<file path="src/rtl/sshpt_pkg.sv">
// ----------------------------------------------------------------------------
// sshpt_pkg
// Shared types and constants for the SSH handshake phase tracker.
// ----------------------------------------------------------------------------
package sshpt_pkg;

  // Default number of tracked connections
  localparam int unsigned NUM_CONNS_DEF = 8;

  // Field widths of the stream channels
  localparam int unsigned REQ_W   = 4;
  localparam int unsigned CONN_W  = 8;
  localparam int unsigned PHASE_W = 3;
  localparam int unsigned IN_W    = 24;
  localparam int unsigned OUT_W   = 16;

  // Transport phase encoding
  typedef enum logic [PHASE_W-1:0] {
    PH_IDENT   = 3'd0,
    PH_KEXINIT = 3'd1,
    PH_DHINIT  = 3'd2,
    PH_NEWKEYS = 3'd3,
    PH_SERVICE = 3'd4,
    PH_AUTH    = 3'd5,
    PH_OPEN    = 3'd6
  } phase_t;

  // Request codes
  typedef enum logic [REQ_W-1:0] {
    REQ_RESET        = 4'd0,
    REQ_IDENT_DONE   = 4'd1,
    REQ_KEXINIT_DONE = 4'd2,
    REQ_KEX_DONE     = 4'd3,
    REQ_NEWKEYS_DONE = 4'd4,
    REQ_SERVICE_DONE = 4'd5,
    REQ_AUTH_DONE    = 4'd6,
    REQ_REKEY_BEGIN  = 4'd7,
    REQ_QUERY        = 4'd8
  } req_t;

  // One connection table entry
  typedef struct packed {
    logic   authed;
    phase_t resume;
    phase_t phase;
  } entry_t;

  localparam entry_t ENTRY_RST = '{authed: 1'b0, resume: PH_SERVICE, phase: PH_IDENT};

  // Controller state
  typedef enum logic {
    ST_IDLE,
    ST_EXEC
  } state_t;

  // Controller to datapath commands
  typedef struct packed {
    logic capture;
    logic exec;
  } ctrl_cmd_t;

  // Datapath to controller status
  typedef struct packed {
    logic out_stall;
  } dp_status_t;

endpackage

</file>
<file path="src/rtl/sshpt_ctrl.sv">
// ----------------------------------------------------------------------------
// sshpt_ctrl
// Controller: accepts one request, then runs the table update once the
// result register is free.
// ----------------------------------------------------------------------------
module sshpt_ctrl (
  input  logic                  clk,
  input  logic                  rst_n,
  input  logic                  in_tvalid,
  output logic                  in_tready,
  input  sshpt_pkg::dp_status_t status,
  output sshpt_pkg::ctrl_cmd_t  cmd
);
  import sshpt_pkg::*;

  state_t state_r;
  state_t state_nxt;

  // State register
  always_ff @(posedge clk) begin
    if (!rst_n) begin
      state_r <= ST_IDLE;
    end else begin
      state_r <= state_nxt;
    end
  end

  // Next state and commands
  always_comb begin
    state_nxt   = state_r;
    in_tready   = 1'b0;
    cmd.capture = 1'b0;
    cmd.exec    = 1'b0;
    unique case (state_r)
      ST_IDLE: begin
        in_tready = 1'b1;
        if (in_tvalid) begin
          cmd.capture = 1'b1;
          state_nxt   = ST_EXEC;
        end
      end
      ST_EXEC: begin
        // hold while the previous result is still waiting
        if (!status.out_stall) begin
          cmd.exec  = 1'b1;
          state_nxt = ST_IDLE;
        end
      end
      default: begin
        state_nxt = ST_IDLE;
      end
    endcase
  end

endmodule

</file>
<file path="src/rtl/sshpt_dp.sv">
// ----------------------------------------------------------------------------
// sshpt_dp
// Datapath: connection table, phase update logic and result register.
// ----------------------------------------------------------------------------
module sshpt_dp #(
  parameter int unsigned NUM_CONNS = sshpt_pkg::NUM_CONNS_DEF
) (
  input  logic                          clk,
  input  logic                          rst_n,
  input  logic [sshpt_pkg::IN_W-1:0]    in_tdata,
  input  sshpt_pkg::ctrl_cmd_t          cmd,
  output sshpt_pkg::dp_status_t         status,
  output logic                          out_tvalid,
  input  logic                          out_tready,
  output logic [sshpt_pkg::OUT_W-1:0]   out_tdata
);
  import sshpt_pkg::*;

  localparam int unsigned IDX_W = (NUM_CONNS > 1) ? $clog2(NUM_CONNS) : 1;

  // Input fields
  logic [REQ_W-1:0]   in_req;
  logic [CONN_W-1:0]  in_conn;
  logic [PHASE_W-1:0] in_qp;
  logic               in_sent;
  logic               in_active;
  logic [IDX_W-1:0]   in_idx;

  assign in_req    = in_tdata[3:0];
  assign in_conn   = in_tdata[11:4];
  assign in_qp     = in_tdata[14:12];
  assign in_sent   = in_tdata[15];
  assign in_active = in_tdata[16];
  assign in_idx    = in_conn[IDX_W-1:0];

  // Captured request
  logic [REQ_W-1:0]   req_r;
  logic [PHASE_W-1:0] qp_r;
  logic               sent_r;
  logic               active_r;
  logic               ok_r;
  logic [IDX_W-1:0]   idx_r;

  // Connection table and per-entry valid bits
  entry_t             mem [NUM_CONNS];
  logic [NUM_CONNS-1:0] vld_r;
  entry_t             rd_r;
  logic               rd_vld_r;

  // Result register
  logic               out_valid_r;
  logic [OUT_W-1:0]   out_data_r;
  logic [OUT_W-1:0]   out_data_nxt;

  entry_t cur;
  entry_t upd;
  logic   est;

  // Capture request fields and read the table entry
  always_ff @(posedge clk) begin
    if (cmd.capture) begin
      req_r    <= in_req;
      qp_r     <= in_qp;
      sent_r   <= in_sent;
      active_r <= in_active;
      idx_r    <= in_idx;
      ok_r     <= (in_conn < CONN_W'(NUM_CONNS));
      rd_r     <= mem[in_idx];
      rd_vld_r <= vld_r[in_idx];
    end
  end

  // Apply the event to the current entry
  always_comb begin
    cur = rd_vld_r ? rd_r : ENTRY_RST;
    upd = cur;
    est = (cur.phase == PH_SERVICE) || (cur.phase == PH_AUTH) || (cur.phase == PH_OPEN);
    unique case (req_r)
      REQ_RESET: begin
        upd.resume = PH_SERVICE;
        upd.phase  = PH_IDENT;
      end
      REQ_IDENT_DONE: begin
        upd.phase = PH_KEXINIT;
      end
      REQ_KEXINIT_DONE: begin
        if (est) begin
          upd.resume = cur.phase;
        end
        upd.phase = PH_DHINIT;
      end
      REQ_KEX_DONE: begin
        upd.phase = PH_NEWKEYS;
      end
      REQ_NEWKEYS_DONE: begin
        upd.phase = cur.resume;
      end
      REQ_SERVICE_DONE: begin
        upd.phase = PH_AUTH;
      end
      REQ_AUTH_DONE: begin
        upd.authed = 1'b1;
        upd.phase  = PH_OPEN;
      end
      REQ_REKEY_BEGIN: begin
        if (est) begin
          upd.resume = cur.phase;
        end
        upd.phase = PH_KEXINIT;
      end
      default: begin
        upd = cur;
      end
    endcase
  end

  // Write back the updated entry
  always_ff @(posedge clk) begin
    if (cmd.exec && ok_r) begin
      mem[idx_r] <= upd;
    end
  end

  always_ff @(posedge clk) begin
    if (!rst_n) begin
      vld_r <= '0;
    end else if (cmd.exec && ok_r) begin
      vld_r[idx_r] <= 1'b1;
    end
  end

  // Build the result word, all flags dropped for out-of-range connections
  always_comb begin
    out_data_nxt = '0;
    if (ok_r) begin
      out_data_nxt[2:0] = upd.phase;
      out_data_nxt[3]   = upd.authed;
      out_data_nxt[4]   = (upd.phase == PH_IDENT);
      out_data_nxt[5]   = (upd.phase != PH_IDENT) && (upd.phase != PH_DHINIT) &&
                          (upd.phase != PH_NEWKEYS);
      out_data_nxt[6]   = !sent_r;
      out_data_nxt[7]   = (upd.phase == PH_DHINIT);
      out_data_nxt[8]   = (upd.phase == PH_NEWKEYS);
      out_data_nxt[9]   = (upd.phase == PH_SERVICE);
      out_data_nxt[10]  = (upd.phase == PH_AUTH);
      out_data_nxt[11]  = (upd.phase == PH_OPEN) && !active_r;
      out_data_nxt[12]  = (upd.phase == PH_OPEN);
      out_data_nxt[13]  = (PHASE_W'(upd.phase) == qp_r);
    end
  end

  // Result register: load on exec, clear on transfer
  always_ff @(posedge clk) begin
    if (!rst_n) begin
      out_valid_r <= 1'b0;
    end else if (cmd.exec) begin
      out_valid_r <= 1'b1;
    end else if (out_tready) begin
      out_valid_r <= 1'b0;
    end
  end

  always_ff @(posedge clk) begin
    if (cmd.exec) begin
      out_data_r <= out_data_nxt;
    end
  end

  assign status.out_stall = out_valid_r && !out_tready;
  assign out_tvalid       = out_valid_r;
  assign out_tdata        = out_data_r;

endmodule

</file>
<file path="src/rtl/ssh_handshake_phase_tracker_top.sv">
// ----------------------------------------------------------------------------
// ssh_handshake_phase_tracker_top
// Per-connection SSH transport phase tracker with admissibility flags.
// ----------------------------------------------------------------------------
// Usage:
//   Input stream (in_*): one request per transfer naming a connection and an
//   event (or a bare query). Output stream (out_*): exactly one result per
//   request, carrying the updated phase and all admissibility flags.
//   Sequence: the input transfer edge reads the connection table entry into a
//   register; once the result register is free, a later edge applies the
//   event, writes the entry back and loads the result register.
//   Requests: a new request is not taken until the previous one has been
//   applied, as the registered table read is followed by the read-modify-write.
//   A finished result sits in the output register while the next request
//   is taken and its entry read; if the receiver stalls, the update of that
//   next request waits until the held result has transferred.
//   Reset: all table valid bits clear, so every connection reads as phase
//   ident, resume phase service, not authenticated. No clearing pass.
//   Connections at or above NUM_CONNS change nothing and return phase ident
//   with all flags low.
// ----------------------------------------------------------------------------
module ssh_handshake_phase_tracker_top #(
  parameter int unsigned NUM_CONNS = sshpt_pkg::NUM_CONNS_DEF
) (
  input  logic                        clk,
  input  logic                        rst_n,
  input  logic                        in_tvalid,
  output logic                        in_tready,
  // [3:0] req_type, [11:4] conn, [14:12] query_phase,
  // [15] kexinit_already_sent, [16] exchange_active, [23:17] zero
  input  logic [sshpt_pkg::IN_W-1:0]  in_tdata,
  output logic                        out_tvalid,
  input  logic                        out_tready,
  // [2:0] phase, [3] authed_flag, [4] admits_ident, [5] admits_kexinit,
  // [6] needs_kexinit_reply, [7] admits_dh_init, [8] admits_newkeys,
  // [9] admits_service, [10] admits_userauth, [11] admits_rekey,
  // [12] is_open, [13] matches_phase, [15:14] zero
  output logic [sshpt_pkg::OUT_W-1:0] out_tdata
);
  import sshpt_pkg::*;

  ctrl_cmd_t  cmd;
  dp_status_t status;

  // Sequencing
  sshpt_ctrl u_ctrl (
    .clk       (clk),
    .rst_n     (rst_n),
    .in_tvalid (in_tvalid),
    .in_tready (in_tready),
    .status    (status),
    .cmd       (cmd)
  );

  // Table, update and result register
  sshpt_dp #(
    .NUM_CONNS (NUM_CONNS)
  ) u_dp (
    .clk        (clk),
    .rst_n      (rst_n),
    .in_tdata   (in_tdata),
    .cmd        (cmd),
    .status     (status),
    .out_tvalid (out_tvalid),
    .out_tready (out_tready),
    .out_tdata  (out_tdata)
  );

endmodule
</file>
<file path="config.mk">
export PLATFORM = sky130hd
export DESIGN_NAME = ssh_handshake_phase_tracker_top
export DESIGN_NICKNAME = d
export VERILOG_FILES = /design/src/rtl/sshpt_pkg.sv /design/src/rtl/sshpt_ctrl.sv /design/src/rtl/sshpt_dp.sv /design/src/rtl/ssh_handshake_phase_tracker_top.sv
export SDC_FILE = /design/constraint.sdc
export NUM_CORES = 1
export LEC_CHECK = 0
export ABC_AREA = 1
export BUFFER_PORTS_ARGS = -buffer_cell sky130_fd_sc_hd__buf_2
export CORE_MARGIN = 5
export CORE_UTILIZATION = 57
export CTS_CLUSTER_DIAMETER = 60
export DETAILED_ROUTE_END_ITERATION = 7
export PLACE_DENSITY = 0.81
export REMOVE_ABC_BUFFERS = 1
export SETUP_SLACK_MARGIN = 0.2
export SYNTH_ARGS = -nofsm -noshare
export SYNTH_HDL_FRONTEND = slang
export SYNTH_SLANG_ARGS = --single-unit
export TNS_END_PERCENT = 30
</file>
<file path="constraint.sdc">
create_clock -name clk -period 2.87 [get_ports clk]
set_clock_uncertainty 0.05 [all_clocks]
set_input_delay 0.574 -clock clk [delete_from_list [all_inputs] [get_ports clk]]
set_output_delay 0.574 -clock clk [all_outputs]
set_load 0.005 [all_outputs]
</file>
==> results of run 1 <==
[state kept, by name (all words and copies together), names as in the netlist]
register	count
u_dp.vld_r	8
u_dp.out_tvalid	1
u_dp.rd_r	7
u_dp.out_tdata	14
u_dp.qp_r	3
u_dp.req_r	4
u_dp.idx_r	3
u_dp.ok_r	1
u_dp.rd_vld_r	1
u_dp.mem	56
u_ctrl.state_r	1
u_dp.active_r	1
u_dp.sent_r	1
[metal layers]
layer	GRT usage [%]	vias to the layer above
li1	-	1325
met2	34.1	107
met1	26.4	1297
met5	0	-
met4	7.34	0
met3	4.86	10
[stage by stage]
step | hold slack, ns | setup slack (ns) | power (mW) | area [um2] | util (%)
global placement | 0.394 | 0.716 | 1.92 | 4390 | 63.9
detailed placement | 0.401 | 0.664 | 1.94 | 4390 | 63.9
floorplan | 0.382 | 0.414 | 1.84 | 4010 | -
global route | 0.302 | 0.817 | 3.02 | 4620 | 67.2
finish | 0.330 | 0.965 | 2.92 | 4620 | 67.2
CTS | 0.314 | 0.962 | 2.92 | 4620 | 67.2
[cells by family after synthesis]
logic type             synth area share [%]
AOI/OAI and AO/OA                      8.23
DFF                                    72.2
other                                0.0924
and+or+nand+nor                        15.4
buffers and inverters                  4.01
[layout make-up]
| cell class | count | area, um2 | share of cell area [%] |
|---|---|---|---|
| flip-flops and latches | 101 | 2930 | 63.5 |
| multi-input cells | 222 | 971 | 21.0 |
| repair buffers | 46 | 255 | 5.53 |
| clock buffers | 10 | 138 | 2.98 |
| well taps | 96 | 120 | 2.60 |
| inverters | 29 | 109 | 2.36 |
| clock inverters | 6 | 92.6 | 2.00 |
[critical path, delay by kind of cell, from the launching register on]
family | cells | cell delay, ns
buf+inv | 1 | 0.08
flops | 1 | 0.51
simple gates | 3 | 0.89
[placed cells by master, fill, tap and decap left out]
cell	n
sky130_fd_sc_hd__o21ai_0	35
sky130_fd_sc_hd__conb_1	2
sky130_fd_sc_hd__buf_4	10
sky130_fd_sc_hd__dfxtp_1	10
sky130_fd_sc_hd__nor2_2	2
sky130_fd_sc_hd__o31ai_1	1
sky130_fd_sc_hd__edfxtp_1	91
sky130_fd_sc_hd__bufinv_16	2
sky130_fd_sc_hd__nor2_1	76
sky130_fd_sc_hd__nor3b_1	1
sky130_fd_sc_hd__inv_2	5
sky130_fd_sc_hd__nor3_1	5
sky130_fd_sc_hd__a21oi_1	14
sky130_fd_sc_hd__o211ai_1	2
sky130_fd_sc_hd__clkinvlp_4	2
sky130_fd_sc_hd__inv_1	23
sky130_fd_sc_hd__nor2_4	1
sky130_fd_sc_hd__clkbuf_8	10
sky130_fd_sc_hd__inv_6	2
sky130_fd_sc_hd__buf_2	36
sky130_fd_sc_hd__nand3_1	9
sky130_fd_sc_hd__nand2_2	1
sky130_fd_sc_hd__a211oi_1	1
sky130_fd_sc_hd__nand2_1	63
sky130_fd_sc_hd__a31oi_1	8
sky130_fd_sc_hd__clkinv_1	1
sky130_fd_sc_hd__a21oi_2	1
[worst min-delay path by stage]
stage	start	to	slack, ns	cells past startpoint
after floorplan	u_dp.vld_r[1]$_SDFFE_PN0P_	u_dp.vld_r[1]$_SDFFE_PN0P_	0.38	2
after global placement	u_dp.vld_r[6]$_SDFFE_PN0P_	u_dp.vld_r[6]$_SDFFE_PN0P_	0.39	2
after detailed placement	u_dp.vld_r[1]$_SDFFE_PN0P_	u_dp.vld_r[1]$_SDFFE_PN0P_	0.40	2
after CTS	in_tdata[0]	u_dp.req_r[0]$_DFFE_PP_	0.31	1
after global routing	in_tdata[0]	u_dp.req_r[0]$_DFFE_PP_	0.30	1
final	in_tdata[16]	u_dp.active_r$_DFFE_PP_	0.33	1
[power by group through the flow]
stage	clock network, mW	registers [mW]	logic, mW
after floorplan	0	1.72	0.121
final	1.01	1.69	0.218
after CTS	1.02	1.69	0.220
after global routing	1.08	1.69	0.247
after detailed placement	0	1.72	0.218
after global placement	0	1.72	0.207
==> impl_summary.txt, run 1 <==
----------------------------------------------------
[Timing]
  Unrepaired setup endpoints after global routing ... false
  Slew Viols, Final ... 0
  Slew of the pin with the lowest slew margin ... 0.797 ns
  Final number of hold-violating endpoints ... 0
  Setup Viol. Count Final ... 0
  Total negative slack for setup checks ... 0 ns
  Shortest clock period the worst path allows after layout ... 1.91 ns
  Max Freq ... ~520 MHz
  Period utilization ... approximately two thirds
  Relative slew margins ... 46.7%

[Routing]
  DRC violations left ... 0
  WL met3 ... around 590 um
  Via density per instance ... roughly 5.4
  Vias after detailed routing ... approximately 2,700
  Wire length on met2 ... ~4300 um
  DRT iter0 DRCs ... about 270
  Post-detailed-route wirelength per cell ... 16.4 um
  Final routed wirelength across all metal layers ... 8380 um
  M1 wire length ... 3390 um
  Detailed-router iteration count before antenna repair ... 5
  Count of antenna-violating nets left after detailed routing ... 0
  Highest routed layer ... met4

[Worst setup path]
  Critical Path Slowest Stage Cell ... sky130_fd_sc_hd__nor2_1
  Worst reg-to-reg path cell count ... 4
  Slowest Stage Delay on Critical Path ... approximately 0.61 ns
  CP cell instances ... nand2_1 > nor2_1 > inv_2 > nor2_1
  Startpoint of the lowest-slack register-to-register path ... u_dp.ok_r$_DFFE_PP_
  End point of the critical path ... u_dp.mem[3][6]$_DFFE_PP_
  Top cell by count, worst path ... sky130_fd_sc_hd__nor2_1
  Launching element type of the critical path ... flip-flop
  Crit path capture type ... flip-flop
  Data arrival at the endpoint of the critical path ... around 1.8 ns
  Category of the critical setup timing path ... flip-flop to flip-flop
  Destination of the worst register-to-register timing path ... u_dp.mem[3][6]$_DFFE_PP_
  Critical Path Source ... u_dp.ok_r$_DFFE_PP_
  Worst EP required ... 2.81 ns
  Largest fanout on the critical path ... 8
  Reg2Reg Setup Slack ... slightly below 1 ns

[Global routing]
  Total global-route track usage ... 20.5%
  Total congestion overflow after global routing ... 0
  Number of global-route vias before repair ... 2,807
  Initial antenna violation count ... 0
  Global-route wire length before repair ... around 14,000 um
  Pin count of the biggest net entering global routing ... 33

[Yosys]
  Total standard cell area after synthesis ... between 4000 and 5000 um2
  Most frequent cells after synthesis ... sky130_fd_sc_hd__edfxtp_1 (91), sky130_fd_sc_hd__nor2_1 (77), sky130_fd_sc_hd__nand2_1 (63), sky130_fd_sc_hd__o21ai_0 (35), sky130_fd_sc_hd__inv_1 (23)
  Share of synthesized flip-flops with an asynchronous set or reset ... 0%
  Post-Syn Instances ... about 360
  Number of synthesized flops with an enable pin ... around 90
  Dominant cell type by area after synthesis ... sky130_fd_sc_hd__edfxtp_1
  Top cell type's share of synthesized area ... between 60% and 70%
  Primary FF master, synth ... sky130_fd_sc_hd__edfxtp_1
  Post-synthesis cell type count ... 24
  Seq cells post-synth ... 101
  Sequential fraction of the synthesis area ... approximately 72%
  Top area cells in the synthesized netlist ... sky130_fd_sc_hd__edfxtp_1 (67%), sky130_fd_sc_hd__nor2_1 (7.1%), sky130_fd_sc_hd__nand2_1 (5.8%), sky130_fd_sc_hd__dfxtp_1 (4.9%), sky130_fd_sc_hd__o21ai_0 (4.3%)
  Mean cell area of the mapped netlist ... 11.2 um2
  Yosys warning total ... 0
  Cell with the most instances after synthesis ... sky130_fd_sc_hd__edfxtp_1

[Floorplan]
  DIE AREA ... around 8900 um2
  Count of boundary I/O pins ... 46
  Placeable Area ... 6870 um2
  Horiz. Die Dim ... between 90 and 100 um
  Num rows ... 30
  Height of the die ... around 94 um
  Starting density of the core ... between 50% and 60%

[Pwr]
  Net Switching ... ~670 uW
  Internal Dissipation ... 2.25 mW
  VDD IR-drop max ... approximately 0.49 mV
  Power per cell area ... between 600 and 700 nW/um2
  Share of total power consumed by net switching ... 22.9%
  Clock network fraction of design power ... roughly a third
  Portion of total power attributed to combinational logic ... around 7.5%
  Leakage power ... ~1.8 nW
  Proportion of power drawn by flip-flops and latches ... between 50% and 60%

[Finish]
  Ratio of cells with drive above 1 in the final layout ... approximately 17%
  Number of standard cells in the final layout excluding fillers ... 510
  Count of fill cells added during filler insertion ... about 500
  Area growth syn-to-layout ... 13.7%
  Final antenna diode count ... 0
  Final net count ... around 440

[Clocking]
  Count of hold buffers inserted by post-cts repair ... 0
  Post-CTS setup buffers ... 0
  Insertion delay of the later-clocked pin in the worst-skew pair ... ~0.36 ns
  Resized Gates After CTS ... 0
  Number of sinks handled by clock tree synthesis ... 101
  CTS tree ... done
  Num CTS Buffers ... 9
  Clock transition at path regs ... 0.10 ns
  Clk Tree Root Cell ... sky130_fd_sc_hd__clkbuf_8
  Largest buffer count on any clock path ... 2
  Maximum level of the CTS H-tree ... 3

[Outcome]
  Outcome ... finished, final reports clean

[Job]
  Max-cap viol count ... 0

[Place]
  Cells after DPL ... between 400 and 500
  Detail Placement HPWL ... 5610 um
  Number of input and output port buffers inserted ... 36
  Final weighted congestion of routability-driven global placement ... slightly below 0.8

[Min path]
  Hold Crit Class ... primary input to flip-flop

----------------------------------------------------
Power figures use the tool's default switching activity.
==> run 2, diff against run 1 <==
clock period = 1.8 ns   (was 2.87 ns; I/O delays follow)
==> run 2 against run 1 <==
Compared with the run above: combinational power up 110%; utilization up 4.1 points; fmax up 9.8%; sequential cell count did not move; worst setup slack lost 0.90 ns; total power is 52% higher; via count grew 6.0%; routed wire length increased by 9.0%; hold slack worse by 0.22 ns; first-iteration DRC count grew 13%; critical path depth grew 3; die area did not move.
==> impl_summary.txt, run 2 (synthesis results as in run 1) <==
----------------------------------------------------
[Routing]
  DRC violations left ... 0
  Via density per instance ... roughly 5.5
  Final routed wirelength across all metal layers ... roughly 9000 um
  DRT iter0 DRCs ... 303
  Vias after detailed routing ... just under 3,000
  Count of antenna-violating nets left after detailed routing ... 0
  Post-detailed-route wirelength per cell ... 17.2 um
  Detailed-router iteration count before antenna repair ... 5

[Worst setup path]
  Slowest Stage Delay on Critical Path ... approximately 0.55 ns
  Family with the most delay on the worst path ... simple AND/OR/NAND/NOR gates
  Worst reg-to-reg path cell count ... 7
  Launching element type of the critical path ... flip-flop
  Critical path buffers and inverters ... 2
  Category of the critical setup timing path ... flip-flop to flip-flop
  Crit path capture type ... flip-flop
  Largest fanout on the critical path ... 6
  Worst EP required ... 1.94 ns
  Critical path depth ... 7
  CP cell instances ... nor2_4 > buf_6 > nand3_4 > buf_6 > nand3_1 > nand3_1 > nor2_1
  Data arrival at the endpoint of the critical path ... 1.88 ns
  Critical Path Slowest Stage Cell ... sky130_fd_sc_hd__edfxtp_1

[Finish]
  Max FFs per register ... 56
  Number of standard cells in the final layout excluding fillers ... 530
  Count of fill cells added during filler insertion ... about 450
  Leading cell type in the layout, fill and taps excluded ... sky130_fd_sc_hd__edfxtp_1
  Ratio of cells with drive above 1 in the final layout ... a little over a quarter
  Largest reg by FF count ... u_dp.mem
  Commonest non-fill, non-tap cells in the layout ... sky130_fd_sc_hd__edfxtp_1 (91), sky130_fd_sc_hd__nor2_1 (73), sky130_fd_sc_hd__nand2_1 (51)
  Final antenna diode count ... 0
  Area growth syn-to-layout ... 20.6%
  Final net count ... 457

[Clocking]
  CTS tree ... done
  Count of hold buffers inserted by post-cts repair ... 0
  Clock transition at path regs ... about 0.11 ns
  Largest buffer count on any clock path ... 2
  Number of sinks handled by clock tree synthesis ... between 100 and 150
  Num CTS Buffers ... 9
  Clk Tree Root Cell ... sky130_fd_sc_hd__clkbuf_8
  Maximum level of the CTS H-tree ... 3
  Insertion delay of the later-clocked pin in the worst-skew pair ... between 0.3 and 0.4 ns

[Floorplan]
  DIE AREA ... slightly below 9000 um2
  Starting density of the core ... 59.1%
  Placeable Area ... between 6000 and 7000 um2
  Count of boundary I/O pins ... between 40 and 50
  Horiz. Die Dim ... around 94 um
  Num rows ... 30
  Height of the die ... approximately 94 um

[Global routing]
  Initial antenna violation count ... 0
  Total global-route track usage ... 20.1%
  Pin count of the biggest net entering global routing ... 33
  Global-route wire length before repair ... about 13,000 um
  Total congestion overflow after global routing ... 0
  Number of global-route vias before repair ... 2,786

[Place]
  Detail Placement HPWL ... between 5000 and 6000 um
  Final weighted congestion of routability-driven global placement ... about 0.8
  Cells after DPL ... just over 500
  Number of input and output port buffers inserted ... 36

[Timing]
  Slew Viols, Final ... 0
  Setup Viol. Count Final ... 0
  Max Freq ... just under 600 MHz
  Unrepaired setup endpoints after global routing ... true
  Shortest clock period the worst path allows after layout ... between 1.5 and 2 ns
  Period utilization ... a little over nine tenths
  Total negative slack for setup checks ... 0 ns
  Final number of hold-violating endpoints ... 0

[Pwr]
  Leakage power ... 1.91 nW
  VDD IR-drop max ... about 0.6 mV
  Power per cell area ... about 910 nW/um2
  Total power consumption of the routed design ... 4.43 mW

[Job]
  Max-cap viol count ... 0

[Min path]
  Hold Crit Class ... primary input to flip-flop
  WHS Path Cells ... 1

[Outcome]
  Outcome ... finished, final reports clean

----------------------------------------------------
run 2: worst register-to-register path: cells and delay by family (launching register included):
| kind | cells | cell delay (ns) |
|---|---|---|
| DFF | 1 | 0.55 |
| and+or+nand+nor | 5 | 0.67 |
| buffers and inverters | 2 | 0.26 |
run 2: cell type report:
| type | instances | area (um2) | area share (%) |
|---|---|---|---|
| well taps | 96 | 120 | 2.45 |
| clock inverters | 6 | 38.8 | 0.792 |
| inverters | 29 | 116 | 2.38 |
| flip-flops and latches | 101 | 2930 | 59.9 |
| clock buffers | 10 | 138 | 2.81 |
| multi-input cells | 222 | 1080 | 22.1 |
| repair buffers | 66 | 467 | 9.53 |
run 2: layer usage:
metal	up-vias	track usage [%]	wire (um)
met5	-	0	0
met4	0	9.03	247
met3	24	3.11	592
met2	130	33.4	4710
met1	1377	26.3	3580
li1	1373	-	-
run 2: what timing repair did:
| item | in CTS | in global routing |
|---|---|---|
| resized for setup | 10 | 29 |
| buffers inserted | 3 | 8 |
| pin swaps | 1 | 7 |
| endpoints found under the setup margin | 40 | 101 |
run 2: where the power goes:
part,internal (mW),switching (mW),total (mW)
logic,0.164,0.290,0.454
clock network,0.536,0.756,1.29
registers,2.65,0.0356,2.69
total,3.35,1.08,4.43
run 2: through the flow:
step | instance area [um2] | setup slack (ns) | utilization, % | hold slack (ns)
6_report | 4900 | 0.0641 | 71.3 | 0.106
5_1_grt | 4900 | -0.00936 | 71.3 | 0.0892
4_1_cts | 4730 | 0.186 | 68.8 | 0.109
3_5_place_dp | 4490 | 0.0151 | 65.4 | 0.403
3_3_place_gp | 4490 | 0.124 | 65.4 | 0.393
2_1_floorplan | 4010 | -0.442 | - | 0.382
run 2: path summary, 6_finish.rpt:
check                                           startpoint                                to  slack (ns)
worst max-delay path               u_dp.req_r[3]$_DFFE_PP_  u_dp.out_tdata[13]$_SDFFCE_PN0P_        0.06
worst min-delay path                           in_tdata[0]           u_dp.req_r[0]$_DFFE_PP_        0.11
worst max register to register     u_dp.req_r[3]$_DFFE_PP_  u_dp.out_tdata[13]$_SDFFCE_PN0P_        0.06
worst min register to register  u_dp.vld_r[6]$_SDFFE_PN0P_        u_dp.vld_r[6]$_SDFFE_PN0P_        0.42
